### src/rtl/lgst_pkg.sv
package lgst_pkg;

	localparam int CFG_W = 20;
	localparam int TICK_W = 32;

	localparam logic [1:0] REG_IDLE_LEVEL    = 2'd0;
	localparam logic [1:0] REG_GATE_SPACING  = 2'd1;
	localparam logic [1:0] REG_COIL_DISTANCE = 2'd2;

	localparam logic [CFG_W-1:0] GATE_SPACING_RST  = 20'd50000;
	localparam logic [CFG_W-1:0] COIL_DISTANCE_RST = 20'd100000;

	typedef struct packed {
		logic beam_one;
		logic beam_two;
	} in_t;

	typedef struct packed {
		logic              forward;
		logic [TICK_W-1:0] transit_ticks;
		logic [TICK_W-1:0] trigger_delay;
		logic              saturated;
	} out_t;

	typedef enum logic [3:0] {
		ST_WAIT_IDLE,
		ST_ARMED,
		ST_COUNTING,
		ST_REV_TWO,
		ST_REV_WATCH,
		ST_REV_ONE,
		ST_MUL,
		ST_DIV,
		ST_DONE
	} state_t;

	typedef struct packed {
		logic cnt_clear;
		logic cnt_inc;
		logic capture;
		logic mul_load;
		logic div_step;
		logic load_fwd;
		logic load_rev;
	} cmd_t;

	typedef struct packed {
		logic one_broken;
		logic two_broken;
		logic div_done;
		logic out_free;
	} stat_t;

endpackage

### src/rtl/light_gate_speed_trigger_unit.sv
// Results: a rejection is registered and shown in the cycle after the sample that causes it;
//   a forward result follows the sample where beam two breaks, through the transit capture,
//   the multiply, the restoring divider and the result load, which waits for a free output.
// Throughput: one sample per cycle while counting and no result is stalled; none while dividing.
// Reset: arst_n clears the state machine, tick counter and result valid; registers return
//   to idle_level 1, gate_spacing 50000, coil_distance 100000.
module light_gate_speed_trigger_unit
	import lgst_pkg::*;
#(
	parameter int COUNT_WIDTH = 32
)(
	input  logic             clk,
	input  logic             arst_n,
	input  logic             in_valid,
	output logic             in_stall,
	input  in_t              in_data,
	output logic             out_valid,
	input  logic             out_stall,
	output out_t             out_data,
	input  logic             cfg_we,
	input  logic [1:0]       cfg_index,
	input  logic [CFG_W-1:0] cfg_data
);

	localparam int CNT_W = (COUNT_WIDTH < TICK_W) ? COUNT_WIDTH : TICK_W;
	localparam logic [CNT_W-1:0] CNT_MAX = '1;

	cmd_t  cmd;
	stat_t stat;
	logic  sample_ready;
	logic  busy;
	logic  accept;

	assign in_stall = !sample_ready || (out_valid && out_stall);
	assign accept   = in_valid && !in_stall;

	lgst_ctrl u_ctrl (
		.clk          (clk),
		.arst_n       (arst_n),
		.accept       (accept),
		.stat         (stat),
		.cmd          (cmd),
		.sample_ready (sample_ready),
		.busy         (busy)
	);

	lgst_dp #(
		.CNT_W (CNT_W)
	) u_dp (
		.clk       (clk),
		.arst_n    (arst_n),
		.in_data   (in_data),
		.cfg_we    (cfg_we),
		.cfg_index (cfg_index),
		.cfg_data  (cfg_data),
		.cmd       (cmd),
		.stat      (stat),
		.out_valid (out_valid),
		.out_stall (out_stall),
		.out_data  (out_data)
	);

	a_busy_stalls: assert property (@(posedge clk) disable iff (!arst_n)
		busy |-> in_stall)
		else $error("sample taken during delay computation");

	a_rev_zero: assert property (@(posedge clk) disable iff (!arst_n)
		(out_valid && !out_data.forward) |->
		(out_data.transit_ticks == '0 && out_data.trigger_delay == '0 && !out_data.saturated))
		else $error("reverse transaction carries nonzero fields");

	a_delay_max: assert property (@(posedge clk) disable iff (!arst_n)
		out_valid |-> (out_data.trigger_delay <= TICK_W'(CNT_MAX) &&
			out_data.transit_ticks <= TICK_W'(CNT_MAX)))
		else $error("result exceeds count maximum");

	a_count_sat: assert property (@(posedge clk) disable iff (!arst_n)
		(out_valid && out_data.forward && out_data.transit_ticks == TICK_W'(CNT_MAX)) |->
		out_data.saturated)
		else $error("clipped transit not flagged");

	a_one_load: assert property (@(posedge clk) disable iff (!arst_n)
		!(cmd.load_fwd && cmd.load_rev))
		else $error("two result loads at once");

endmodule

### src/rtl/lgst_ctrl.sv
module lgst_ctrl
	import lgst_pkg::*;
(
	input  logic   clk,
	input  logic   arst_n,
	input  logic   accept,
	input  stat_t  stat,
	output cmd_t   cmd,
	output logic   sample_ready,
	output logic   busy
);

	state_t state_q, state_d;
	logic   second_cleared_q, second_cleared_d;

	always_ff @(posedge clk or negedge arst_n) begin
		if (!arst_n) begin
			state_q          <= ST_WAIT_IDLE;
			second_cleared_q <= 1'b0;
		end else begin
			state_q          <= state_d;
			second_cleared_q <= second_cleared_d;
		end
	end

	always_comb begin
		state_d          = state_q;
		second_cleared_d = second_cleared_q;
		unique case (state_q)
			ST_WAIT_IDLE: begin
				if (accept && !stat.one_broken && !stat.two_broken) state_d = ST_ARMED;
			end
			ST_ARMED: begin
				if (accept) begin
					if (stat.one_broken) begin
						second_cleared_d = !stat.two_broken;
						state_d          = ST_COUNTING;
					end else if (stat.two_broken) begin
						state_d = ST_REV_TWO;
					end
				end
			end
			ST_COUNTING: begin
				if (accept) begin
					if (!second_cleared_q) begin
						if (!stat.two_broken) second_cleared_d = 1'b1;
					end else if (stat.two_broken) begin
						state_d = ST_MUL;
					end
				end
			end
			ST_REV_TWO: begin
				if (accept && !stat.two_broken) state_d = ST_REV_WATCH;
			end
			ST_REV_WATCH: begin
				if (accept) begin
					if (stat.two_broken) begin
						state_d          = ST_WAIT_IDLE;
						second_cleared_d = 1'b0;
					end else if (stat.one_broken) begin
						state_d = ST_REV_ONE;
					end
				end
			end
			ST_REV_ONE: begin
				if (accept && !stat.one_broken) begin
					state_d          = ST_WAIT_IDLE;
					second_cleared_d = 1'b0;
				end
			end
			ST_MUL: begin
				state_d = ST_DIV;
			end
			ST_DIV: begin
				if (stat.div_done) state_d = ST_DONE;
			end
			ST_DONE: begin
				if (stat.out_free) begin
					state_d          = ST_WAIT_IDLE;
					second_cleared_d = 1'b0;
				end
			end
			default: begin
				state_d = ST_WAIT_IDLE;
			end
		endcase
	end

	always_comb begin
		cmd          = '0;
		sample_ready = 1'b0;
		busy         = 1'b0;
		unique case (state_q)
			ST_WAIT_IDLE: begin
				sample_ready = 1'b1;
			end
			ST_ARMED: begin
				sample_ready  = 1'b1;
				cmd.cnt_clear = accept && stat.one_broken;
			end
			ST_COUNTING: begin
				sample_ready = 1'b1;
				cmd.cnt_inc  = accept;
				cmd.capture  = accept && second_cleared_q && stat.two_broken;
			end
			ST_REV_TWO: begin
				sample_ready = 1'b1;
			end
			ST_REV_WATCH: begin
				sample_ready = 1'b1;
				cmd.load_rev = accept && stat.two_broken;
			end
			ST_REV_ONE: begin
				sample_ready = 1'b1;
				cmd.load_rev = accept && !stat.one_broken;
			end
			ST_MUL: begin
				busy         = 1'b1;
				cmd.mul_load = 1'b1;
			end
			ST_DIV: begin
				busy         = 1'b1;
				cmd.div_step = 1'b1;
			end
			ST_DONE: begin
				busy         = 1'b1;
				cmd.load_fwd = stat.out_free;
			end
			default: begin
				sample_ready = 1'b1;
			end
		endcase
	end

endmodule

### src/rtl/lgst_dp.sv
module lgst_dp
	import lgst_pkg::*;
#(
	parameter int CNT_W = 32
)(
	input  logic                 clk,
	input  logic                 arst_n,
	input  in_t                  in_data,
	input  logic                 cfg_we,
	input  logic [1:0]           cfg_index,
	input  logic [CFG_W-1:0]     cfg_data,
	input  cmd_t                 cmd,
	output stat_t                stat,
	output logic                 out_valid,
	input  logic                 out_stall,
	output out_t                 out_data
);

	localparam int PROD_W = CFG_W + CNT_W;
	localparam int DIV_CW = $clog2(PROD_W);
	localparam logic [CNT_W-1:0] CNT_MAX = '1;

	logic              idle_q;
	logic [CFG_W-1:0]  spacing_q;
	logic [CFG_W-1:0]  coil_q;

	logic [CNT_W-1:0]  tick_q;
	logic [CNT_W-1:0]  tick_inc;
	logic [CNT_W-1:0]  transit_q;
	logic              count_sat_q;

	logic [PROD_W-1:0] pq_q;
	logic [CFG_W-1:0]  rem_q;
	logic [DIV_CW-1:0] div_cnt_q;
	logic [CFG_W:0]    rem_shift;
	logic              rem_ge;
	logic [CFG_W-1:0]  rem_next;

	logic              out_valid_q;
	out_t              out_q;
	logic              quo_over;
	logic [TICK_W-1:0] delay_val;
	logic              delay_sat;

	always_ff @(posedge clk or negedge arst_n) begin
		if (!arst_n) begin
			idle_q    <= 1'b1;
			spacing_q <= GATE_SPACING_RST;
			coil_q    <= COIL_DISTANCE_RST;
		end else if (cfg_we) begin
			unique case (cfg_index)
				REG_IDLE_LEVEL:    idle_q    <= cfg_data[0];
				REG_GATE_SPACING:  spacing_q <= cfg_data;
				REG_COIL_DISTANCE: coil_q    <= cfg_data;
				default: ;
			endcase
		end
	end

	assign stat.one_broken = in_data.beam_one != idle_q;
	assign stat.two_broken = in_data.beam_two != idle_q;

	// saturating tick counter
	assign tick_inc = (tick_q == CNT_MAX) ? tick_q : tick_q + 1'b1;

	always_ff @(posedge clk or negedge arst_n) begin
		if (!arst_n) begin
			tick_q <= '0;
		end else if (cmd.cnt_clear) begin
			tick_q <= '0;
		end else if (cmd.cnt_inc) begin
			tick_q <= tick_inc;
		end
	end

	always_ff @(posedge clk) begin
		if (cmd.capture) begin
			transit_q   <= tick_inc;
			count_sat_q <= (tick_inc == CNT_MAX);
		end
	end

	// restoring divider, one quotient bit per cycle
	assign rem_shift = {rem_q, pq_q[PROD_W-1]};
	assign rem_ge    = rem_shift >= {1'b0, spacing_q};
	assign rem_next  = rem_ge ? CFG_W'(rem_shift - {1'b0, spacing_q}) : rem_shift[CFG_W-1:0];

	always_ff @(posedge clk) begin
		if (cmd.mul_load) begin
			pq_q      <= PROD_W'(coil_q) * PROD_W'(transit_q);
			rem_q     <= '0;
			div_cnt_q <= '0;
		end else if (cmd.div_step) begin
			pq_q      <= {pq_q[PROD_W-2:0], rem_ge};
			rem_q     <= rem_next;
			div_cnt_q <= div_cnt_q + 1'b1;
		end
	end

	assign stat.div_done = div_cnt_q == DIV_CW'(PROD_W - 1);

	assign quo_over = pq_q > PROD_W'(CNT_MAX);

	always_comb begin
		if (spacing_q == '0) begin
			delay_val = TICK_W'(CNT_MAX);
			delay_sat = 1'b1;
		end else if (quo_over) begin
			delay_val = TICK_W'(CNT_MAX);
			delay_sat = 1'b1;
		end else begin
			delay_val = TICK_W'(pq_q[CNT_W-1:0]);
			delay_sat = 1'b0;
		end
	end

	// result register
	assign stat.out_free = !out_valid_q || !out_stall;

	always_ff @(posedge clk or negedge arst_n) begin
		if (!arst_n) begin
			out_valid_q <= 1'b0;
		end else if (cmd.load_fwd || cmd.load_rev) begin
			out_valid_q <= 1'b1;
		end else if (!out_stall) begin
			out_valid_q <= 1'b0;
		end
	end

	always_ff @(posedge clk) begin
		if (cmd.load_fwd) begin
			out_q.forward       <= 1'b1;
			out_q.transit_ticks <= TICK_W'(transit_q);
			out_q.trigger_delay <= delay_val;
			out_q.saturated     <= count_sat_q || delay_sat;
		end else if (cmd.load_rev) begin
			out_q <= '0;
		end
	end

	assign out_valid = out_valid_q;
	assign out_data  = out_q;

endmodule
### config.mk
export PLATFORM = sky130hd
export DESIGN_NAME = light_gate_speed_trigger_unit
export DESIGN_NICKNAME = d
export VERILOG_FILES = /design/src/rtl/lgst_pkg.sv /design/src/rtl/light_gate_speed_trigger_unit.sv /design/src/rtl/lgst_ctrl.sv /design/src/rtl/lgst_dp.sv
export SDC_FILE = /design/constraint.sdc
export NUM_CORES = 2
export LEC_CHECK = 0
export BUFFER_PORTS_ARGS = -buffer_cell sky130_fd_sc_hd__buf_2
export CAP_MARGIN = 5
export CORE_UTILIZATION = 70
export DETAILED_ROUTE_END_ITERATION = 16
export PLACE_DENSITY = 0.88
export SETUP_SLACK_MARGIN = 0.15
export SLEW_MARGIN = 20
export SYNTH_ARGS = -nofsm -noshare
export SYNTH_HDL_FRONTEND = slang
export SYNTH_SLANG_ARGS = --single-unit
### constraint.sdc
create_clock -name clk -period 14.3 [get_ports clk]
set_input_delay 0 -clock clk [delete_from_list [all_inputs] [get_ports clk]]
set_output_delay 0 -clock clk [all_outputs]
set_load 0.03 [all_outputs]
==> flow_metrics.py <==
metrics = {
    "cts": {
        "cts.path.max_buffers": 3,
        "cts-root-buf": "clkbuf_16",
        "h-tree-depth": 1,
        "clk_latency_ns": 0.58,
        "cts_setup_buffers": 0,
        "cts_sinks": 256,
        "postCtsResizedCells": 0,
        "numCtsBuffers": 28,
        "postCtsHoldBufs": 27,
        "cts_tree": "built",
        "clk_pin_slew_ns": 0.07,
    },
    "timing": {
        "rsz0062_at_grt": "no",
        "layout_min_cycle_time_ns": 8.05,
        "finalHoldViolations": 0,
        "fin_skew_ns": 0.0156,
        "post-route-period-util_pct": 56.3,
        "clock.fmax_mhz": 124,
        "max_slew_margin_pct": 22.0,
        "setup_violations": 0,
        "fin_hold_ws_ns": 0.0682,
        "tightest_slew_ns": 1.17,
        "setup_tns_ns": 0,
        "drv_slew": 0,
    },
    "placed_design": {
        "io_buffers": 96,
        "dpl.hpwl_um": 62600,
        "globalplace.congestion": 0.934,
    },
    "worst_setup_path": {
        "crit_top_cell": "fa_1",
        "arrival_ns": 8.38,
        "end_kind": "register",
        "crit_buf_inv": 6,
        "max_stage_delay_ns": 1.11,
        "path_class": "reg2reg",
        "start_kind": "register",
        "r2r_start": "u_dp.coil_q[3]",
        "required_ns": 14.63,
        "crit_slowest_cell": "dfrtp_1",
        "cp_top_family": "adder cells",
        "worstPathMaxFanout": 33,
        "startpoint": "u_dp.coil_q[3]",
    },
    "finish": {
        "ff_latch_area_mm2": 0.00704,
        "nFillCells": 2975,
        "drive_gt1_share_pct": 7.41,
        "multi_input_area_mm2": 0.0224,
        "num-nets-final": 4182,
        "syn_to_final_growth_pct": 6.09,
    },
    "die": {
        "core_area_mm2": 0.0456,
        "num_io_pins": 97,
        "die-width_um": 218,
        "initial_core_util_pct": 71.4,
        "die_area_mm2": 0.0473,
        "rows": 78,
        "die_h_um": 218,
    },
    "logic_synthesis": {
        "synthCells": 3440,
        "dominantRegCellSynth": "edfxtp_1",
        "synth_nets": 4190,
        "syn_avg_cell_area_um2": 9.45,
        "synth_area_mm2": 0.0325,
        "synth_edf_count": 150,
        "yosysWarnings": 0,
        "seq_area_frac_synth_pct": 21.6,
        "yosysUniqueCellTypes": 80,
        "synth_seq_cells": 256,
        "synthArstFlopShare_pct": 30.9,
    },
    "global_route": {
        "use_met2_pct": 64.0,
        "grt_overflow": 0,
        "grt_pass1_vias": 27483,
        "antenna_found_initial": 3,
        "grt_pass1_wl_um": 140000,
        "grt_busiest_layer": "met2",
        "grt_max_degree": 103,
        "gr-usage-met3_pct": 6.95,
        "use_met1_pct": 45.3,
        "grt_use_total_pct": 38.2,
    },
    "min_path": {
        "hp-class": "in2reg",
        "min-delay-start": "in_valid",
    },
    "drt": {
        "vias": 24893,
        "antenna_left": 0,
        "wire_per_inst_um": 21.3,
        "drt-total-wl_um": 86300,
        "drc_errors": 0,
        "firstDrtPassIters": 5,
        "viasPerCell": 6.14,
        "drtIter0Drc": 2284,
    },
    "power": {
        "power_frac_comb_pct": 74.5,
        "p_int_mw": 3.37,
        "power_frac_seq_pct": 15.4,
        "switching_share_pct": 53.9,
        "power_density_mw_per_mm2": 211,
        "p_clk_share_pct": 10.2,
        "power_switching_mw": 3.93,
        "peakVddDrop_mv": 0.528,
        "power_leakage_nw": 16.5,
    },
    "run_status": {
        "outcome": "complete, no violations",
    },
    "run": {
        "max_cap_violations": 0,
    },
}
[stage by stage]
stage	area (µm²)	utilization (%)	setup WS, ns	power, mW	cells
floorplan	32500	-	7.33	4.92	3440
global placement	33300	73.0	6.53	6.40	3974
detailed placement	33300	73.0	6.37	6.51	3974
CTS	34500	75.7	6.33	7.29	4053
global route	34500	75.7	5.86	7.93	4055
finish	34500	75.7	6.25	7.30	4055
[cell usage in the layout (no fill, tap or decap), types with 13 or more instances in the layout]
master         count
dlygate4sd3_1     27
o21a_1            39
nor2_1            52
a21o_1            31
edfxtp_1         150
nand3_1           46
ha_1             184
xnor2_1           51
inv_1            645
dfrtp_1           66
clkbuf_16         30
nand4_1           23
and3_1            17
fa_1             537
buf_4             32
nor3_1            18
buf_2             95
mux2i_1           17
xor2_1            46
dfxtp_1           27
mux2_2            42
dfstp_2           13
a21oi_1           71
o21ai_0          130
and2_1           318
o31ai_1           13
nand2_1          530
[Yosys cell counts, drive strengths merged (4+ instances only)]
master / instances / area, µm²
a41oi: 4 / 35.0
inv: 646 / 2420
nand2b: 14 / 87.6
mux2i: 17 / 170
and2: 319 / 2000
o31ai: 13 / 97.6
a31oi: 13 / 87.6
nor2: 53 / 199
mux2: 42 / 473
ha: 184 / 2300
nor2b: 9 / 56.3
xnor2: 51 / 447
a21oi: 73 / 377
nand4: 24 / 156
o22ai: 6 / 37.5
dfrtp: 66 / 1650
o21ai: 138 / 694
nor4: 14 / 103
dfxtp: 27 / 541
and3: 17 / 106
fa: 537 / 10800
buf: 9 / 43.8
a211oi: 7 / 52.6
a22o: 10 / 87.6
or3: 5 / 41.3
nand3b: 7 / 52.6
clkbuf: 184 / 691
and4: 4 / 37.5
a21o: 31 / 233
o211ai: 11 / 82.6
nand2: 531 / 2000
nor3: 21 / 126
o21bai: 12 / 90.1
o2111ai: 4 / 35.0
xor2: 46 / 403
or2: 6 / 37.5
edfxtp: 150 / 4500
dfstp: 13 / 342
nand3: 47 / 240
o21a: 39 / 293
nor3b: 6 / 50.1
[per-layer routing]
layer,up-vias,part of all wire [%]
li1,10647,-
met1,12356,35
met2,1460,49
met3,428,9.1
met4,2,6.7
met5,-,0.010
[tightest hold or removal path, delay by kind of cell]
family,cells,cell delay (ns)
AOI/OAI and AO/OA,1,0.20
buffers and inverters,1,0.12
and+or+nand+nor,2,0.27
[sequential cells by signal (all words and copies together) (netlist names), 4 cells and up]
signal / flops
u_dp.pq_q: 52
u_dp.rem_q: 20
u_ctrl.state_q: 4
u_dp.transit_q: 32
u_dp.out_data: 66
u_dp.spacing_q: 20
u_dp.div_cnt_q: 6
u_dp.tick_q: 32
u_dp.coil_q: 20
[cell type report]
class	count	share of cell area (%)
sequential	256	20.4
tap	600	2.18
antenna	1	0.00725
timing repair buffer	155	2.89
clock buffer	41	2.32
inverter	646	7.03
multi-input combinational	2345	64.8
clock inverter	11	0.359
[cells by family after synthesis]
kind of cell	after synthesis	share of synthesized area, %
XOR/XNOR	97	2.61
adder cells (fa/ha/maj)	721	40.1
multiplexers	59	1.98
buffers and inverters	839	9.72
flip-flops	256	21.6
AO/OA/AOI/OAI	386	7.51
AND/OR/NAND/NOR	1082	16.4
[final timing paths]
check / endpoint / slack (ns) / cells past startpoint
worst max-delay path: u_dp.pq_q[50] / 6.25 / 25
worst min-delay path: u_dp.out_valid / 0.07 / 4
worst max register to register: u_dp.pq_q[50] / 6.25 / 25
worst min register to register: u_dp.div_cnt_q[1] / 0.48 / 2
max in group asynchronous: u_dp.tick_q[3] / 13.03 / 3
min in group asynchronous: u_dp.tick_q[29] / 0.17 / 3
[power groups by stage]
stage | Sequential [mW] | Combinational [mW] | Clock (mW)
finish | 1.12 | 5.43 | 0.741
floorplan | 1.09 | 3.83 | 0
CTS | 1.11 | 5.43 | 0.746
global route | 1.13 | 6.02 | 0.775
detailed placement | 1.12 | 5.39 | 0
global placement | 1.11 | 5.28 | 0
Power figures use the tool's default switching activity.
